File: src/hdl/gdpg_pkg.sv
`timescale 1ns / 1ps
// ----------------------------------------------------------------------------
// gdpg_pkg
// Shared types and constants of the Gaussian dispersion point generator.
// ----------------------------------------------------------------------------
package gdpg_pkg;

    // Default largest number of points in one run.
    localparam int MAX_POINTS_DEF = 64;

    // Configuration register indexes.
    localparam logic [2:0] REG_GAUSSIAN_MODE = 3'd0;
    localparam logic [2:0] REG_POINT_COUNT   = 3'd1;
    localparam logic [2:0] REG_SIGMA_SPAN    = 3'd2;
    localparam logic [2:0] REG_SPREAD_WIDTH  = 3'd3;
    localparam logic [2:0] REG_BOUND_ENABLE  = 3'd4;
    localparam logic [2:0] REG_LOWER_BOUND   = 3'd5;
    localparam logic [2:0] REG_UPPER_BOUND   = 3'd6;

    localparam int CFG_IDX_W  = 3;
    localparam int CFG_DATA_W = 32;

    // Width of the shared divider's dividend and quotient.
    localparam int DIVD_W = 64;

    // Number of Taylor series terms for exp(-F).
    localparam logic [4:0] TAYLOR_TERMS = 5'd20;

    // Index of the last squaring after the series, counted from zero.
    localparam logic [1:0] SQUARINGS_LAST = 2'd3;

    // Weight of 1.0 in Q1.15.
    localparam logic [15:0] WEIGHT_ONE = 16'h8000;

    // Configuration the point sequencer works from.
    typedef struct packed {
        logic               gaussian_mode;
        logic [3:0]         sigma_span;
        logic [30:0]        spread_width;
        logic [1:0]         bound_enable;
        logic signed [31:0] lower_bound;
        logic signed [31:0] upper_bound;
    } t_cfg;

endpackage

File: src/hdl/gdpg_front.sv
`timescale 1ns / 1ps
// ----------------------------------------------------------------------------
// gdpg_front
// Accepts center values, works out the run length and keeps a two-entry
// queue of runs for the point sequencer.
// ----------------------------------------------------------------------------
module gdpg_front
    import gdpg_pkg::*;
#(
    parameter int MAX_POINTS = MAX_POINTS_DEF
) (
    input  logic                          i_clk,
    input  logic                          i_rst_n,
    input  logic                          push,
    output logic                          full,
    input  logic signed [31:0]            i_center_value,
    input  logic [6:0]                    i_point_count,
    output logic                          o_job_valid,
    input  logic                          i_job_take,
    output logic signed [31:0]            o_job_center,
    output logic [$clog2(MAX_POINTS)-1:0] o_job_last
);

    localparam int IW = $clog2(MAX_POINTS);

    logic signed [31:0] r_center [2];
    logic [IW-1:0]      r_last   [2];
    logic               r_wr_ptr;
    logic               r_rd_ptr;
    logic [1:0]         r_count;

    logic [9:0]    cnt_ext;
    logic [9:0]    n_eff;
    logic [IW-1:0] last_idx;
    logic          do_push;
    logic          do_pop;

    // Clamp the point count to 1..MAX_POINTS; the run's last index is n-1.
    always_comb begin
        cnt_ext = {3'b000, i_point_count};
        if (cnt_ext == 10'd0) begin
            n_eff = 10'd1;
        end else if (cnt_ext > 10'(MAX_POINTS)) begin
            n_eff = 10'(MAX_POINTS);
        end else begin
            n_eff = cnt_ext;
        end
        last_idx = IW'(n_eff - 10'd1);
    end

    assign full         = (r_count == 2'd2);
    assign o_job_valid  = (r_count != 2'd0);
    assign o_job_center = r_center[r_rd_ptr];
    assign o_job_last   = r_last[r_rd_ptr];
    assign do_push      = push && !full;
    assign do_pop       = i_job_take && o_job_valid;

    // Queue storage.
    always_ff @(posedge i_clk) begin
        if (do_push) begin
            r_center[r_wr_ptr] <= i_center_value;
            r_last[r_wr_ptr]   <= last_idx;
        end
    end

    // Queue pointers and fill level.
    always_ff @(posedge i_clk) begin
        if (!i_rst_n) begin
            r_wr_ptr <= 1'b0;
            r_rd_ptr <= 1'b0;
            r_count  <= 2'd0;
        end else begin
            if (do_push) begin
                r_wr_ptr <= !r_wr_ptr;
            end
            if (do_pop) begin
                r_rd_ptr <= !r_rd_ptr;
            end
            if (do_push && !do_pop) begin
                r_count <= r_count + 2'd1;
            end else if (do_pop && !do_push) begin
                r_count <= r_count - 2'd1;
            end
        end
    end

endmodule

File: config.mk
export PLATFORM = sky130hd
export DESIGN_NAME = gdpg_front
export DESIGN_NICKNAME = d
export VERILOG_FILES = /design/src/hdl/gdpg_pkg.sv /design/src/hdl/gdpg_front.sv
export SDC_FILE = /design/constraint.sdc
export NUM_CORES = 1
export LEC_CHECK = 0
export ABC_AREA = 1
export ABC_CLOCK_PERIOD_IN_PS = 6640
export BUFFER_PORTS_ARGS = -buffer_cell sky130_fd_sc_hd__buf_4
export CAP_MARGIN = 10
export CORE_MARGIN = 1
export CORE_UTILIZATION = 50
export CTS_CLUSTER_SIZE = 20
export DETAILED_ROUTE_END_ITERATION = 10
export HOLD_SLACK_MARGIN = 0.05
export PLACE_DENSITY = 0.82
export SYNTH_ARGS = -nofsm -noshare
export SYNTH_HDL_FRONTEND = slang
export SYNTH_SLANG_ARGS = --single-unit
File: constraint.sdc
create_clock -name i_clk -period 6.64 [get_ports i_clk]
set_clock_uncertainty 0.15 [all_clocks]
set_input_delay 0 -clock i_clk [delete_from_list [all_inputs] [get_ports i_clk]]
set_output_delay 0 -clock i_clk [all_outputs]
set_load 0.01 [all_outputs]
==> results.txt <==
Outcome -> complete, no violations
Final Hold Vio Count -> 0
Syn. warnings -> 0
Final ANT Viol Nets -> 0
Drt first-iter violations -> 73
Crit path time final -> 2.702 ns
Endpoints failing setup -> 0
Pwr per Cell Area -> 321.9 nW/µm²
Final period utilization -> 40.69%
Met2 usage -> 33.87%
Total power -> 1436 µW
Routing usage on met3 -> 6.292%
P_sw -> 377.9 µW
Setup crit start kind -> input pin
Post-synthesis sequential area ratio -> 76.44%
Post-synth net total -> 221
Combinational power share -> 25.6%
# fillers -> 385
Global-route wire length before repair -> 8776 µm
Max cap viols -> 0
Via count -> 1,901
ANT cells -> 0
Critical Path Sink Type -> register
Internal -> 1058 µW
RSZ-0062 raised after global routing -> no
Worst Hold Class -> in -> reg
CTS root buffer -> clkbuf_8
Pin count of the biggest net entering global routing -> 40
CTS tree -> yes
R2r setup slk -> 4.38 ns
Setup TNS -> 0 ns
DPL Wire Length -> 3272 µm
Layout area overhead -> 43.16%
Vias/cell -> 4.887
Core Rows -> 28
F_max -> 0.3701 GHz
Slew margin rel. -> 24.71%
Top Usage Layer GRT -> met2
Switching share of total power -> 26.31%
Vias in the first global route -> 1,872
Total CTS buffers -> 9
Clock sink count -> 81
Die span in x -> 80.95 µm
Routability cong. -> 0.7554
Required @ worst endpoint -> 6.59 ns
Core Area -> 5956 µm²
Critical Path Fanout Max -> 7
H-tree depth -> 3
Sequential power share -> 48.2%
Leakage -> 0.001716 µW
Port bufs -> 82
Layout Utilization -> 74.92%
Ports -> 83
Critical Path AT -> 2.65 ns
Clock buffer depth -> 2
Synthesized area per cell -> 17.71 µm²
Worst hold slack -> 0.1760 ns
Setup CP Type -> in -> reg
Residual DRC count -> 0
GRT overflow -> 0
Gates resized, CTS repair -> 0
Met1 Resource Use GR -> 20.99%
Starting Density -> 52.33%
Synth Register Bits -> 81
Slew Viols, Final -> 0
Initial antenna violation count -> 0
Slew @ Worst Pin -> 1.127 ns
Clock Power Share -> 26.3%
Clk_lat worst skew -> 0.35 ns
Synthesized cell area -> 3117 µm²
Syn Inst Count -> 176
DRT Pass-1 Iters -> 4
Die Ht -> 80.95 µm
Layout cells sized above 1 -> 44.59%
Routed WL -> 5850 µm
Worst IR Drop VDD -> 0.0002136 V
Tot GR Track Use -> 18.97%
Synth cell types -> 18
Die area -> 6553 µm²
Nets -> 355
Clock-pin slew on the worst setup and hold paths -> 0.08 ns
WL per Instance -> 15.04 µm
per-stage QoR:
stage	setup slack [ns]	instances	instance area, µm²
after floorplan	3.907	176	3117
after CTS	3.987	389	4462
final	3.938	389	4462
after detailed placement	4.419	329	3804
after global routing	3.810	389	4462
after global placement	4.549	329	3804
final timing paths:
path / start / end / cells after the start
max: i_point_count[6] / r_last[1][4] / 11
min: push / r_wr_ptr / 5
max reg2reg: r_count[1] / r_count[1] / 8
min reg2reg: r_rd_ptr / register / 2
power by group through the flow:
stage	clock network (µW)	logic [µW]	registers, µW
after floorplan	0	216	674
after global placement	0	340	698
after detailed placement	0	346	704
after CTS	380	370	693
after global routing	401	399	701
final	377	367	692
worst max-delay path, stage by stage:
cell and delay (ns):
dlygate4sd3_1 0.56, buf_4 0.15, inv_1 0.14, nand4_1 0.14
nand2_1 0.08, dlygate4sd3_1 0.54, nand2_1 0.09, ha_1 0.25
nand3_2 0.09, xor2_1 0.06, dlygate4sd3_1 0.57
what timing repair did:
item / 4_1_cts / 5_1_grt
setup buffers: 0 / 0
hold endpoints to repair: 79 / 0
hold buffers: 45 / 0
cells in the final DEF (no fill, tap or decap), drive strengths merged:
cell and n:
nand3 3, edfxtp 76, bufinv 2, clkbuf 9
nand4 2, o21bai 2, o21ai 7, nand2 15
inv 8, dfxtp 5, xnor2 1, mux2 38
dlygate4sd3 45, a21oi 5, nor2 7, clkinv 2
ha 2, buf 82, clkinvlp 2, xor2 1
sequential cells by signal, indices dropped and copies added (netlist names), named ones only:
name	cells
r_center	64
r_last	12
r_count	2
r_rd_ptr	1
r_wr_ptr	1
kinds of logic after synthesis:
group                      count (synthesis)  share of synthesized area (%)
AOI/OAI and AO/OA                         14                          2.408
xor gates and xnor gates                   2                         0.5621
adders and majority gates                  2                         0.8028
buffers and inverters                     12                          2.208
DFF                                       81                          76.44
muxes                                     38                          13.73
and+or+nand+nor                           27                          3.854
per-layer routing:
metal	routed length, µm	vias to the layer above	share of wire (%)
li1	-	926	-
met1	2399	899	41
met2	3035	65	52
met3	325	11	5.6
met4	89	0	1.5
met5	0	-	0
synth_stat cells:
master	number	area, µm²
a21oi_1	5	25.02
o21bai_1	2	15.01
nand2_2	2	12.51
mux2_2	38	427.9
ha_1	2	25.02
dfxtp_1	5	100.1
o21ai_0	7	35.03
xor2_1	1	8.760
nor2_1	7	26.28
nand2_1	13	48.80
nand3_1	2	10.01
buf_2	1	5.000
inv_1	8	30.03
nand3_2	1	10.01
nand4_1	2	12.51
buf_6	3	33.78
xnor2_1	1	8.760
edfxtp_1	76	2282
final cells by class:
cell class	instances	area, µm²	share of cell area, %
Clock buffer	9	123.9	2.776
Timing Repair Buffer	127	1066	23.89
Tap cell	75	93.84	2.103
Multi-Input combinational cell	83	680.7	15.26
Inverter	8	30.03	0.6730
Clock inverter	6	83.83	1.879
Sequential cell	81	2384	53.42
(Power assumes the default switching activity.)
